--- src/sv/scm_pkg.sv ---
// Shared constants, register codes and controller command types for the covariance unit.
package scm_pkg;

    localparam int MAX_VARS    = 8;
    localparam int MAX_SAMPLES = 256;
    localparam int STORE_DEPTH = MAX_VARS * MAX_SAMPLES;
    localparam int ADDR_W      = $clog2(STORE_DEPTH);
    localparam int CNT_W       = ADDR_W + 1;
    localparam int VAR_W       = $clog2(MAX_VARS);
    localparam int VCNT_W      = 4;
    localparam int SCNT_W      = 9;
    localparam int KIDX_W      = $clog2(MAX_SAMPLES);
    localparam int SAMPLE_W    = 32;
    localparam int DEV_W       = SAMPLE_W + 1;
    localparam int MLO_W       = (DEV_W + 1) / 2;
    localparam int MHI_W       = DEV_W - MLO_W;
    localparam int PP_W        = DEV_W + MLO_W;
    localparam int PROD_W      = 2 * DEV_W;
    localparam int ACC_W       = PROD_W + KIDX_W + 2;
    localparam int DIVR_W      = 2 * SCNT_W - 2;
    localparam int QCNT_W      = $clog2(ACC_W + 1);
    localparam int COV_W       = 64;
    localparam int TDATA_W     = 72;
    localparam int CFG_IDX_W   = 2;
    localparam int CFG_DATA_W  = SCNT_W;

    // register indexes on the configuration channel
    localparam logic [CFG_IDX_W-1:0] REG_VAR_COUNT    = 2'd0;
    localparam logic [CFG_IDX_W-1:0] REG_SAMPLE_COUNT = 2'd1;
    localparam logic [CFG_IDX_W-1:0] REG_LAYOUT       = 2'd2;

    typedef struct packed {
        logic              wr_en;
        logic [ADDR_W-1:0] wr_addr;
        logic              rd_en;
        logic [ADDR_W-1:0] rd_addr;
        logic              acc_clr;
        logic              acc_sample;
        logic              cap_a;
        logic              cap_b;
        logic              mul_lo;
        logic              mul_hi;
        logic              acc_prod;
        logic              div_start;
        logic              div_mean;
        logic              mean_wr;
        logic              mean_a;
        logic              mean_b;
        logic [VAR_W-1:0]  mean_idx;
        logic              out_load;
        logic [VAR_W-1:0]  row;
        logic [VAR_W-1:0]  col;
        logic              last;
        logic [SCNT_W-1:0] ns;
    } scm_cmd_t;

    typedef struct packed {
        logic div_busy;
        logic div_done;
    } scm_status_t;

endpackage

--- src/sv/scm_ctrl.sv ---
// Controller: configuration registers, load counter and the sequencer over variables and samples.
module scm_ctrl (
    input  logic                          aclk,
    input  logic                          aresetn,
    input  logic                          cfg_valid,
    output logic                          cfg_ready,
    input  logic [scm_pkg::CFG_IDX_W-1:0]  cfg_index,
    input  logic [scm_pkg::CFG_DATA_W-1:0] cfg_data,
    input  logic                          s_tvalid,
    output logic                          s_tready,
    output logic                          m_tvalid,
    input  logic                          m_tready,
    output scm_pkg::scm_cmd_t             cmd,
    input  scm_pkg::scm_status_t          status
);
    import scm_pkg::*;

    typedef enum logic [4:0] {
        S_LOAD, S_MRD, S_MACC, S_MDS, S_MDW, S_MST,
        S_PMA, S_PMB, S_RA, S_RB, S_CB, S_ML, S_MH, S_ACC,
        S_DS, S_DW, S_OUT, S_OWAIT
    } state_t;

    state_t             state_reg, state_next;
    logic [VCNT_W-1:0]  var_count_reg, var_count_next;
    logic [SCNT_W-1:0]  sample_count_reg, sample_count_next;
    logic               layout_reg, layout_next;
    logic [ADDR_W-1:0]  load_cnt_reg, load_cnt_next;
    logic [VAR_W-1:0]   i_reg, i_next;
    logic [VAR_W-1:0]   j_reg, j_next;
    logic [KIDX_W-1:0]  k_reg, k_next;

    logic [VCNT_W-1:0]  nv;
    logic [SCNT_W-1:0]  ns;
    logic [CNT_W-1:0]   total;
    logic [VAR_W-1:0]   last_v;
    logic [KIDX_W-1:0]  last_k;
    logic [VAR_W-1:0]   sel_var;
    logic [CNT_W-1:0]   addr_full;
    logic               accept, cfg_hit, last_pair;

    assign nv = (var_count_reg == '0) ? VCNT_W'(1)
              : (var_count_reg > VCNT_W'(MAX_VARS)) ? VCNT_W'(MAX_VARS) : var_count_reg;
    assign ns = (sample_count_reg < SCNT_W'(2)) ? SCNT_W'(2)
              : (sample_count_reg > SCNT_W'(MAX_SAMPLES)) ? SCNT_W'(MAX_SAMPLES)
              : sample_count_reg;
    assign total  = CNT_W'(nv) * CNT_W'(ns);
    assign last_v = VAR_W'(nv - 1'b1);
    assign last_k = KIDX_W'(ns - 1'b1);

    assign sel_var   = (state_reg == S_RB) ? j_reg : i_reg;
    assign addr_full = layout_reg ? CNT_W'(k_reg) * CNT_W'(nv) + CNT_W'(sel_var)
                                  : CNT_W'(sel_var) * CNT_W'(ns) + CNT_W'(k_reg);

    assign s_tready  = (state_reg == S_LOAD);
    assign m_tvalid  = (state_reg == S_OWAIT);
    assign cfg_ready = 1'b1;
    assign accept    = s_tvalid && s_tready;
    assign cfg_hit   = cfg_valid && cfg_ready;
    assign last_pair = (i_reg == last_v) && (j_reg == last_v);

    always_comb begin
        cmd            = '0;
        cmd.wr_addr    = load_cnt_reg;
        cmd.rd_addr    = addr_full[ADDR_W-1:0];
        cmd.row        = i_reg;
        cmd.col        = j_reg;
        cmd.last       = last_pair;
        cmd.ns         = ns;
        cmd.mean_idx   = i_reg;

        state_next        = state_reg;
        var_count_next    = var_count_reg;
        sample_count_next = sample_count_reg;
        layout_next       = layout_reg;
        load_cnt_next     = load_cnt_reg;
        i_next            = i_reg;
        j_next            = j_reg;
        k_next            = k_reg;

        unique case (state_reg)
            S_LOAD: begin
                cmd.wr_en   = accept;
                cmd.acc_clr = 1'b1;
                if (accept) begin
                    if (CNT_W'(load_cnt_reg) + 1'b1 == total) begin
                        load_cnt_next = '0;
                        i_next        = '0;
                        k_next        = '0;
                        state_next    = S_MRD;
                    end else begin
                        load_cnt_next = load_cnt_reg + 1'b1;
                    end
                end
            end
            S_MRD: begin
                cmd.rd_en  = 1'b1;
                state_next = S_MACC;
            end
            S_MACC: begin
                cmd.acc_sample = 1'b1;
                if (k_reg == last_k) begin
                    k_next     = '0;
                    state_next = S_MDS;
                end else begin
                    k_next     = k_reg + 1'b1;
                    state_next = S_MRD;
                end
            end
            S_MDS: begin
                cmd.div_start = 1'b1;
                cmd.div_mean  = 1'b1;
                state_next    = S_MDW;
            end
            S_MDW: begin
                if (status.div_done) begin
                    state_next = S_MST;
                end
            end
            S_MST: begin
                cmd.mean_wr = 1'b1;
                cmd.acc_clr = 1'b1;
                if (i_reg == last_v) begin
                    i_next     = '0;
                    j_next     = '0;
                    state_next = S_PMA;
                end else begin
                    i_next     = i_reg + 1'b1;
                    state_next = S_MRD;
                end
            end
            S_PMA: begin
                cmd.mean_a  = 1'b1;
                cmd.acc_clr = 1'b1;
                k_next      = '0;
                state_next  = S_PMB;
            end
            S_PMB: begin
                cmd.mean_b   = 1'b1;
                cmd.mean_idx = j_reg;
                state_next   = S_RA;
            end
            S_RA: begin
                cmd.rd_en  = 1'b1;
                state_next = S_RB;
            end
            S_RB: begin
                cmd.rd_en  = 1'b1;
                cmd.cap_a  = 1'b1;
                state_next = S_CB;
            end
            S_CB: begin
                cmd.cap_b  = 1'b1;
                state_next = S_ML;
            end
            S_ML: begin
                cmd.mul_lo = 1'b1;
                state_next = S_MH;
            end
            S_MH: begin
                cmd.mul_hi = 1'b1;
                state_next = S_ACC;
            end
            S_ACC: begin
                cmd.acc_prod = 1'b1;
                if (k_reg == last_k) begin
                    state_next = S_DS;
                end else begin
                    k_next     = k_reg + 1'b1;
                    state_next = S_RA;
                end
            end
            S_DS: begin
                cmd.div_start = 1'b1;
                state_next    = S_DW;
            end
            S_DW: begin
                if (status.div_done) begin
                    state_next = S_OUT;
                end
            end
            S_OUT: begin
                cmd.out_load = 1'b1;
                state_next   = S_OWAIT;
            end
            S_OWAIT: begin
                // hold the word until taken, then step to the next pair, or back to loading after the last pair
                if (m_tready) begin
                    if (last_pair) begin
                        state_next = S_LOAD;
                    end else if (j_reg == last_v) begin
                        j_next     = '0;
                        i_next     = i_reg + 1'b1;
                        state_next = S_PMA;
                    end else begin
                        j_next     = j_reg + 1'b1;
                        state_next = S_PMA;
                    end
                end
            end
            default: state_next = S_LOAD;
        endcase

        if (cfg_hit) begin
            unique case (cfg_index)
                REG_VAR_COUNT: begin
                    var_count_next = cfg_data[VCNT_W-1:0];
                    load_cnt_next  = '0;
                end
                REG_SAMPLE_COUNT: begin
                    sample_count_next = cfg_data;
                    load_cnt_next     = '0;
                end
                REG_LAYOUT: begin
                    layout_next   = cfg_data[0];
                    load_cnt_next = '0;
                end
                default: ;
            endcase
        end
    end

    always_ff @(posedge aclk) begin
        if (!aresetn) begin
            state_reg        <= S_LOAD;
            var_count_reg    <= VCNT_W'(MAX_VARS);
            sample_count_reg <= SCNT_W'(MAX_SAMPLES);
            layout_reg       <= 1'b0;
            load_cnt_reg     <= '0;
            i_reg            <= '0;
            j_reg            <= '0;
            k_reg            <= '0;
        end else begin
            state_reg        <= state_next;
            var_count_reg    <= var_count_next;
            sample_count_reg <= sample_count_next;
            layout_reg       <= layout_next;
            load_cnt_reg     <= load_cnt_next;
            i_reg            <= i_next;
            j_reg            <= j_next;
            k_reg            <= k_next;
        end
    end

    a_load_in_range: assert property (@(posedge aclk) disable iff (!aresetn)
        s_tready |-> (CNT_W'(load_cnt_reg) < total))
        else $error("load counter beyond matrix size");

    a_div_idle_start: assert property (@(posedge aclk) disable iff (!aresetn)
        cmd.div_start |-> !status.div_busy)
        else $error("divider started while busy");

    a_word_after_div: assert property (@(posedge aclk) disable iff (!aresetn)
        $rose(m_tvalid) |-> $past(status.div_done, 2))
        else $error("result word raised without a finished division");

endmodule
--- config.mk ---
export PLATFORM = sky130hd
export DESIGN_NAME = scm_ctrl
export DESIGN_NICKNAME = d
export VERILOG_FILES = /design/src/sv/scm_pkg.sv /design/src/sv/scm_ctrl.sv
export SDC_FILE = /design/constraint.sdc
export NUM_CORES = 1
export LEC_CHECK = 0
export ABC_AREA = 1
export BUFFER_PORTS_ARGS = -buffer_cell sky130_fd_sc_hd__buf_2
export CAP_MARGIN = 15
export CORE_ASPECT_RATIO = 0.5
export CORE_MARGIN = 2
export CORE_UTILIZATION = 50
export CTS_CLUSTER_DIAMETER = 80
export DETAILED_ROUTE_END_ITERATION = 10
export PLACE_DENSITY = 0.78
export SKIP_LAST_GASP = 1
export SLEW_MARGIN = 15
export SYNTH_ARGS = -nofsm -noshare
export SYNTH_HDL_FRONTEND = slang
export SYNTH_SLANG_ARGS = --single-unit
export TNS_END_PERCENT = 5
--- constraint.sdc ---
create_clock -name aclk -period 10.55 [get_ports aclk]
set_input_delay 0.5275 -clock aclk [delete_from_list [all_inputs] [get_ports aclk]]
set_output_delay 0.5275 -clock aclk [all_outputs]
set_load 0.005 [all_outputs]
==> impl_metrics.tcl, run 1 <==
set metrics [dict create \
    status "finished clean" \
    relSlewSlack_pct 39.1 \
    syn_avg_cell_area_um2 6.49 \
    cts_tree "done" \
    synth_xor_area_share_pct 5.55 \
    antennaDiodeCount 0 \
    p_per_area_mw_per_mm2 84.5 \
    worstPathMaxFanout 17 \
    synthSimpleGateAreaFrac_pct 34.1 \
    clock_skew_ps 11.7 \
    reg2reg_from "var_count_reg[3]$_SDFFE_PN1P_" \
    io_pins 77 \
    place_area_mm2 0.00694 \
    drc 0 \
    clock-sinks 44 \
    start_util_pct 51.1 \
    die_area_mm2 0.0139 \
    synth_edf_count 0 \
    grt_max_degree 20 \
    tightestPinTransition_ps 908 \
    final_layout_size_suffix_gt1_share_pct 14.7 \
    yosysSeqAreaShare_pct 13.7 \
    synth_compound_area_share_pct 10.9 \
    finalHoldViolCount 0 \
    critical_path_arrival_ps 5190 \
    drt_wl_total_um 17200 \
    maxCapViolCount 0 \
    hold_class "in2reg" \
    synth-seq-cells 44 \
    io_buffers 74 \
    rsz0062_at_grt "no" \
    dr.pass1.iters 6 \
    syn_area_mm2 0.00645 \
    worst-endpoint-required_ps 10020 \
    clockBufferDepth 2 \
    synth.area.mux_share_pct 0 \
    crit_type "reg2out" \
    synth_fa_ha_area_share_pct 24.4 \
    setup_viol 0 \
    synth-main-ff-cell "dfxtp_1" \
    fin_nets 1174 \
    post_cts_resized 0 \
    seq_area_um2 881 \
    area_growth_pct 10.2 \
    gp_congestion 0.988 \
    numCtsBuffers 5 \
    clock.fmax_mhz 175 \
    ir_drop_mv 0.0621 \
    yosysTopAreaCell "nand2_1" \
    cts_htree_levels 2 \
    insertion_delay_ps 300 \
    initialDrtViolationCount 524 \
    largest_reg_flops 11 \
    start_kind "flip-flop" \
    path_clk_slew_ps 70 \
    ant_nets 0 \
    synth_top_family_by_area "simple AND/OR/NAND/NOR gates" \
    setup.worst_path.start "var_count_reg[3]$_SDFFE_PN1P_" \
    synth_top_area_share_pct 14.0 \
    design_area_mm2 0.00711 \
    synthTopCellsByCount "nand2_1, inv_1, nor2_1" \
    nFillCells 1244 \
    wl_per_cell_um 14.1 \
    fp.dieW_um 165 \
    synth_nets 1113 \
    cp-end-kind "output port" \
    ys_top_cells_by_area "nand2_1, dfxtp_1, fa_1" \
    die-height_um 84.3 \
    cts_setup_buffers 0 \
    ys_warn_count 0 \
    p_leak_nw 3.84 \
    yosysMostFrequentCell "nand2_1" \
    multi_input_area_mm2 0.00484 \
    fin_setup_tns_ps 0 \
    min_from "cfg_data[4]" \
    cts_root_buf "clkbuf_16" \
    grt_pass1_vias 6122 \
    maxSlewViolCount 0 \
    gr-total-overflow 0 \
    period_share_pct 54.2 \
    grt_pass1_wl_um 28800 \
    num_vias 6485 \
    final.min_clock_period_ps 5720 \
    ys_types 52 \
    placementRows 29 \
    core_area_mm2 0.0126 \
    dp_hpwl_um 14000 \
    hold_buffers 0 \
    track_usage_pct 25.6 \
    synth-async-reset-ratio_pct 0 \
    antenna_found_initial 0 \
    synth_cells 994 \
    vias_per_cell 5.29 \
]
## where the power goes
group / switching, mW / internal, mW
logic: 0.145 / 0.0743
registers: 0.0200 / 0.176
clock network: 0.0731 / 0.113
total: 0.238 / 0.363
## path summary, 6_finish.rpt
path	endpoint	slack (ps)	cells after the start
worst max-delay path	cmd[42]	4830	20
worst min-delay path	sample_count_reg[4]$_SDFFE_PN0P_	460	3
worst max register to register	k_reg[1]$_SDFFE_PN0P_	5400	19
worst min register to register	sample_count_reg[0]$_SDFFE_PN0P_	470	2
## metal layers
layer,up-vias,part of all wire [%],track usage (%)
met5,-,0,0
met4,0,1.6,6.56
met3,23,9.0,4.00
met2,242,44,40.9
met1,2973,46,36.4
li1,3247,-,-
## placed cells by master, fill, tap and decap left out, types with 5 or more instances in the layout
cell / synthesis / layout
fa_1: 41 / 41
nor2_2: 11 / 11
nand2_2: 17 / 17
nand3_2: 5 / 5
nor2_1: 127 / 127
nand2_1: 240 / 240
nand4_1: 8 / 8
xnor2_1: 9 / 9
buf_2: 3 / 74
nor3_1: 12 / 12
a21oi_2: 6 / 6
ha_1: 60 / 60
clkinv_1: 6 / 6
o21ai_0: 34 / 34
inv_1: 145 / 145
a21oi_1: 48 / 48
xor2_1: 30 / 30
o21ai_1: 18 / 18
inv_2: 14 / 14
dfxtp_1: 44 / 44
nand3_1: 53 / 53
clkbuf_16: 0 / 5
## worst max-delay path, stage by stage, from the launching register on
cell and delay (ps):
dfxtp_1 850, inv_1 250, nand2_1 310, inv_1 300
nand2_1 170, fa_1 460, fa_1 550, inv_1 40
ha_1 280, ha_1 370, a21oi_1 190, o21ai_0 100
a21oi_1 220, o21ai_0 140, nand2_1 100, nand2_1 50
a21oi_1 150, a21oi_1 80, o21ai_0 80, nand2_1 70
buf_2 120
## cell families after synthesis
family | count (synthesis)
other cells | 1
compound gates | 126
fa+ha+maj | 101
buf+inv | 187
flops | 44
xor+xnor | 40
simple gates | 495
## final cells by class
| cell class | count | share of cell area [%] |
|---|---|---|
| flip-flops and latches | 44 | 12.4 |
| multi-input cells | 763 | 68.1 |
| inverters | 166 | 8.80 |
| clock buffers | 5 | 1.76 |
| well taps | 170 | 2.99 |
| clock inverters | 3 | 0.651 |
| repair buffers | 75 | 5.32 |
## metrics by stage
step	setup WS, ps	total power [mW]	util [%]	hold WS (ps)	cells
2_1_floorplan	6180	0.348	-	427	994
3_3_place_gp	5360	0.409	54.9	435	1218
3_5_place_dp	5230	0.414	54.9	460	1218
4_1_cts	4880	0.600	56.3	455	1226
5_1_grt	4450	0.637	56.3	470	1226
6_report	4830	0.600	56.3	455	1226
No activity file was read; power rests on OpenSTA's default activity.
==> inputs of run 2 (changes only) <==
--- a/config.mk
+++ b/config.mk
@@ -13,7 +13,7 @@
 export CORE_UTILIZATION = 50
 export CTS_CLUSTER_DIAMETER = 80
 export DETAILED_ROUTE_END_ITERATION = 10
-export PLACE_DENSITY = 0.78
+export PLACE_DENSITY = 0.81
 export SKIP_LAST_GASP = 1
 export SLEW_MARGIN = 15
 export SYNTH_ARGS = -nofsm -noshare
==> constraint.sdc (replaced) <==
create_clock -name aclk -period 4.61 [get_ports aclk]
set_input_delay 0.2305 -clock aclk [delete_from_list [all_inputs] [get_ports aclk]]
set_output_delay 0.2305 -clock aclk [all_outputs]
set_load 0.005 [all_outputs]
==> run 2 against run 1 <==
Against the previous run:
- the flow now finishes with violations (setup timing)
- combinational power increased to 2.7 times the previous value
- critical path depth increased by 8
- hold slack got worse by 290 ps
- non-clock buffer count increased by 48
- core utilization increased by 4.4 points
- wire length increased by 6.6%
- sequential share of layout area decreased by 0.87 points
- clock power increased by 120%
- via count increased by 3.1%
- largest power group unchanged
==> impl_metrics.tcl, run 2 (synthesis results as in run 1) <==
set metrics [dict create \
    worstPathMaxFanout 7 \
    grt_max_degree 20 \
    power_mw 1.45 \
    setup_viol 2 \
    wl_met3_um 1260 \
    dp.cells 1239 \
    hold_buffers 0 \
    setup.worst_path.start "state_reg[3]$_SDFFE_PN0P_" \
    maxCapViolCount 0 \
    area_growth_pct 18.9 \
    path_clk_slew_ps 60 \
    switching_power_mw 0.563 \
    critical_path_arrival_ps 4380 \
    finalHoldViolCount 0 \
    num_vias 6685 \
    wl_met1_um 8470 \
    crit_path_frequent_cell "nand2_1" \
    period_share_pct 100 \
    fin_util_pct 60.8 \
    clock_skew_ps 7.07 \
    fp.dieW_um 165 \
    start_util_pct 51.1 \
    crit_type "reg2out" \
    final_common_cell "nand2_1" \
    gr-total-overflow 0 \
    cts_root_buf "clkbuf_16" \
    final_layout_size_suffix_gt1_share_pct 21.8 \
    gp_congestion 0.986 \
    status "finished with violations" \
    clockBufferDepth 2 \
    clockPowerShare_pct 28.3 \
    rsz0062_at_grt "yes" \
    final.min_clock_period_ps 4610 \
    io_buffers 74 \
    cts_tree "done" \
    vias_per_cell 5.24 \
    die_area_mm2 0.0139 \
    clock-sinks 44 \
    p_leak_nw 4.08 \
    wl_per_cell_um 14.4 \
    die-height_um 84.3 \
    grt_pass1_wl_um 29000 \
    p_per_area_mw_per_mm2 189 \
    netSwitchingFraction_pct 38.8 \
    numCtsBuffers 5 \
    initialDrtViolationCount 547 \
    drt_wl_total_um 18400 \
    clock.fmax_mhz 217 \
    layout_common_cells "nand2_1, inv_1, nor2_1, buf_2, ha_1" \
    failed_checks "setup timing" \
    relSlewSlack_pct 42.1 \
    maxSlewViolCount 0 \
    reg2reg_from "sample_count_reg[3]$_SDFFE_PN0P_" \
    ant_nets 0 \
    top_layer "met4" \
    largest_reg_flops 11 \
    cpMaxStageDelayCell "fa_2" \
    core_area_mm2 0.0126 \
    tightestPinTransition_ps 862 \
    hold_class "in2reg" \
    ir_drop_mv 0.146 \
    placementRows 29 \
    place_ws_ps 103 \
    p_int_mw 0.889 \
    start_kind "flip-flop" \
    cts_htree_levels 2 \
    drc 0 \
    cp-end-kind "output port" \
    p_seq_share_pct 30.6 \
    pwr-share-comb_pct 41.0 \
    worst-endpoint-required_ps 4380 \
    antenna_found_initial 0 \
    track_usage_pct 26.0 \
    min_from "cfg_data[4]" \
    slowest_delay_ps 530 \
    antennaDiodeCount 0 \
    route.met2.wl_um 8320 \
    dr.pass1.iters 5 \
    fin_ws_ps -2.42 \
    fin_nets 1223 \
    instances_no_fill 1275 \
    dp_hpwl_um 14400 \
    io_pins 77 \
    insertion_delay_ps 290 \
    grt_pass1_vias 6095 \
]
==> run 2: cell count changes in the layout (fill, tap and decap cells not counted), moves of 3 or more <==
cell,previous run,this run
ha_4,0,4
nand2_2,17,25
inv_1,145,140
nand2_1,240,231
inv_2,14,18
buf_6,0,3
buf_4,1,45
o21ai_2,3,6
a21oi_2,6,12
ha_1,60,55
a21oi_1,48,41
==> run 2: power by group through the flow <==
stage	Sequential, mW	Clock, mW	Combinational (mW)
finish	0.445	0.412	0.596
global route	0.448	0.433	0.660
CTS	0.442	0.414	0.545
detailed placement	0.451	0	0.516
global placement	0.450	0	0.507
floorplan	0.436	0	0.360
==> run 2: path summary, 6_finish.rpt <==
path	to	slack, ps	depth (start not counted)
setup / recovery	cmd[41]	-2	28
hold / removal	sample_count_reg[4]$_SDFFE_PN0P_	170	3
setup reg to reg	k_reg[0]$_SDFFE_PN0P_	130	22
hold reg to reg	var_count_reg[0]$_SDFFE_PN0P_	480	2
==> run 2: layout make-up <==
type | instances | area (um^2)
inverters | 166 | 629
multi-input cells | 764 | 5020
flip-flops and latches | 44 | 883
well taps | 170 | 213
clock buffers | 5 | 125
repair buffers | 123 | 762
fillers | 1142 | 4960
clock inverters | 3 | 42.5
==> run 2: layer usage <==
metal  GRT usage (%)  up-vias
met5               0        -
met2            41.3      261
met3            4.99       26
met4            6.88        0
met1            36.3     3050
li1                -     3348
==> run 2: what timing repair did <==
action                     in CTS  in global routing
resized for setup               3                 44
gates cloned                    0                  1
pin swaps                       1                 33
setup endpoints to repair       2                 27
buffers inserted                9                 18
==> run 2: worst max-delay path: cells and delay by family (launching register included) <==
kind | cells | cell delay (ps)
adders and majority gates | 3 | 1310
and+or+nand+nor | 10 | 870
AOI/OAI and AO/OA | 6 | 810
buffers and inverters | 9 | 760
DFF | 1 | 340
==> run 2: metrics by stage <==
stage | setup TNS, ps | area, um^2 | hold slack [ps]
2_1_floorplan | 0 | 6450 | 361
3_3_place_gp | 0 | 7100 | 441
3_5_place_dp | 0 | 7100 | 461
4_1_cts | -0.0138 | 7360 | 168
5_1_grt | -4990 | 7670 | 175
6_report | -4.03 | 7670 | 165
==> inputs of run 3 (changes only) <==
--- a/config.mk
+++ b/config.mk
@@ -5,7 +5,6 @@
 export SDC_FILE = /design/constraint.sdc
 export NUM_CORES = 1
 export LEC_CHECK = 0
-export ABC_AREA = 1
 export BUFFER_PORTS_ARGS = -buffer_cell sky130_fd_sc_hd__buf_2
 export CAP_MARGIN = 15
 export CORE_ASPECT_RATIO = 0.5
@@ -13,7 +12,7 @@
 export CORE_UTILIZATION = 50
 export CTS_CLUSTER_DIAMETER = 80
 export DETAILED_ROUTE_END_ITERATION = 10
-export PLACE_DENSITY = 0.81
+export PLACE_DENSITY = 0.78
 export SKIP_LAST_GASP = 1
 export SLEW_MARGIN = 15
 export SYNTH_ARGS = -nofsm -noshare
==> constraint.sdc (replaced) <==
create_clock -name aclk -period 4.7 [get_ports aclk]
set_input_delay 0.235 -clock aclk [delete_from_list [all_inputs] [get_ports aclk]]
set_output_delay 0.235 -clock aclk [all_outputs]
set_load 0.005 [all_outputs]
==> run 3 against run 2 <==
Against the previous run:
- the flow still finishes with violations (setup timing)
- clock power about the same
- die area is 2.2% lower
- wire length shrank 9.1%
- global-route usage fell by 0.98 points
- register-to-register slack lost 150 ps
- final area is 3.8% lower
- hold slack improved by 11 ps
- worst setup slack got worse by 18 ps
- critical endpoint unchanged
- largest power group is now clock
- highest routed layer unchanged
==> impl_metrics.tcl, run 3 <==
set metrics [dict create \
    status "finished with violations" \
    failed_checks "setup timing" \
    antenna_found_initial 0 \
    dr.pass1.iters 5 \
    wl_per_cell_um 15.8 \
    p_leak_nw 3.72 \
    hold_buffers 0 \
    gr-total-overflow 0 \
    fin_nets 1009 \
    p_seq_share_pct 42.1 \
    yosysMostFrequentCell "nand2_1" \
    syn_avg_cell_area_um2 7.85 \
    die_area_mm2 0.0136 \
    ys_top_cells_by_area "dfxtp_1, fa_1, ha_1" \
    setup_viol 13 \
    netSwitchingFraction_pct 25.9 \
    clockBufferDepth 2 \
    clock.fmax_mhz 212 \
    place_area_mm2 0.00705 \
    worstPathMaxFanout 4 \
    seq_area_um2 882 \
    synth_top_area_share_pct 14.0 \
    fp.dieW_um 163 \
    num_vias 5996 \
    synth-seq-cells 44 \
    pwr-share-comb_pct 12.8 \
    area_growth_pct 17.1 \
    die-height_um 83.4 \
    ys_warn_count 0 \
    vias_per_cell 5.68 \
    grt_pass1_wl_um 27800 \
    synth-main-ff-cell "dfxtp_1" \
    critical_path_arrival_ps 4490 \
    synth-async-reset-ratio_pct 0 \
    p_per_area_mw_per_mm2 125 \
    path_clk_slew_ps 70 \
    synth_nets 922 \
    cp-end-kind "output port" \
    cts_tree "done" \
    cts_root_buf "clkbuf_16" \
    rsz0062_at_grt "yes" \
    synth_cells 803 \
    maxCapViolCount 0 \
    power_mw 0.920 \
    start_util_pct 52.3 \
    synth_edf_count 0 \
    ir_drop_mv 0.136 \
    ys_types 73 \
    dp_hpwl_um 12900 \
    nFillCells 1041 \
    tightestPinTransition_ps 992 \
    synthTopCellsByCount "nand2_1, inv_1, ha_1" \
    cts_htree_levels 2 \
    instances_no_fill 1056 \
    ant_nets 0 \
    initialDrtViolationCount 411 \
    crit_type "reg2out" \
    design_area_mm2 0.00738 \
    io_pins 77 \
    multi_input_area_mm2 0.00508 \
    grt_max_degree 38 \
    gp_congestion 0.903 \
    track_usage_pct 25.0 \
    dp.cells 1044 \
    fin_util_pct 61.2 \
    drc 0 \
    antennaDiodeCount 0 \
    final_layout_size_suffix_gt1_share_pct 20.7 \
    yosysSeqAreaShare_pct 14.0 \
    p_int_mw 0.681 \
    worst-endpoint-required_ps 4470 \
    clockPowerShare_pct 45.1 \
    maxSlewViolCount 0 \
    final_common_cell "nand2_1" \
    largest_reg_flops 11 \
    finalHoldViolCount 0 \
    io_buffers 74 \
    fin_ws_ps -20.9 \
    insertion_delay_ps 290 \
    clock_skew_ps 10.7 \
    final.min_clock_period_ps 4720 \
    numCtsBuffers 5 \
    relSlewSlack_pct 33.7 \
    clock-sinks 44 \
    grt_pass1_vias 5813 \
    hold_class "in2reg" \
    switching_power_mw 0.239 \
    yosysTopAreaCell "dfxtp_1" \
    placementRows 28 \
    layout_common_cells "nand2_1, inv_1, buf_2, ha_1, nor2_1" \
    syn_area_mm2 0.00630 \
    start_kind "flip-flop" \
    place_ws_ps 8.18 \
    core_area_mm2 0.0121 \
    period_share_pct 100 \
    drt_wl_total_um 16700 \
]
## run 3: per-stage QoR
stage / hold WS [ps] / setup TNS [ps]
after floorplan: 374 / -881
after global placement: 468 / 0
after detailed placement: 477 / 0
after CTS: 180 / -6.45
after global routing: 189 / -3620
final: 177 / -131
## run 3: metal layers
layer  vias up  routed length [um]  track usage, %  part of all wire (%)
li1       2891                   -               -                     -
met1      2843                7460            33.2                    45
met2       219                7730            41.4                    46
met3        43                1140            4.60                   6.8
met4         0                 367            7.64                   2.2
met5         -                   0               0                     0
## run 3: repair_timing
action / CTS / global route
setup endpoints to repair: 22 / 30
pin swaps: 12 / 18
setup buffers: 1 / 3
resized for setup: 15 / 20
## run 3: power by group through the flow
stage,Sequential (mW),Clock (mW),Combinational (mW)
6_report,0.387,0.414,0.118
3_5_place_dp,0.395,0,0.110
4_1_cts,0.387,0.415,0.113
3_3_place_gp,0.394,0,0.107
5_1_grt,0.388,0.432,0.129
2_1_floorplan,0.391,0,0.0743
## run 3: cell type report
type | count | share of cell area, %
repair buffers | 120 | 9.80
multi-input cells | 636 | 68.9
flip-flops and latches | 44 | 12.0
inverters | 83 | 4.22
clock buffers | 5 | 1.70
clock inverters | 3 | 0.645
well taps | 165 | 2.80
## run 3: logic make-up after synthesis
family / count (synthesis) / synth area share (%)
and+or+nand+nor: 312 / 25.2
xor gates and xnor gates: 61 / 9.63
DFF: 44 / 14.0
AOI/OAI and AO/OA: 138 / 14.7
other: 1 / 0.0595
muxes: 23 / 3.75
adders and majority gates: 101 / 24.9
buffers and inverters: 123 / 7.70
## run 3: critical path: stages (launching register included)
cell and delay [ps]:
dfxtp_2 320, or4_4 580, nor3_4 210, o21ai_2 100
inv_2 90, buf_6 140, nand2_4 50, fa_1 500
fa_1 510, inv_2 50, fa_2 370, a21o_1 170
a21oi_2 160, o21bai_2 90, a21oi_2 180, o21bai_1 100
a21oi_1 170, xor2_1 160, mux2i_1 90, buf_2 160
## run 3: final timing paths
kind                                           end  slack, ps  cells after the start                              from
setup reg to reg             k_reg[0]$_SDFFE_PN0P_        -20                     17  sample_count_reg[6]$_SDFFE_PN0P_
hold reg to reg         load_cnt_reg[1]$_SDFF_PN0_        530                      2        load_cnt_reg[1]$_SDFF_PN0_
hold / removal    sample_count_reg[8]$_SDFFE_PN1P_        180                      3                       cfg_data[8]
setup / recovery                           cmd[41]        -20                     19  sample_count_reg[6]$_SDFFE_PN0P_
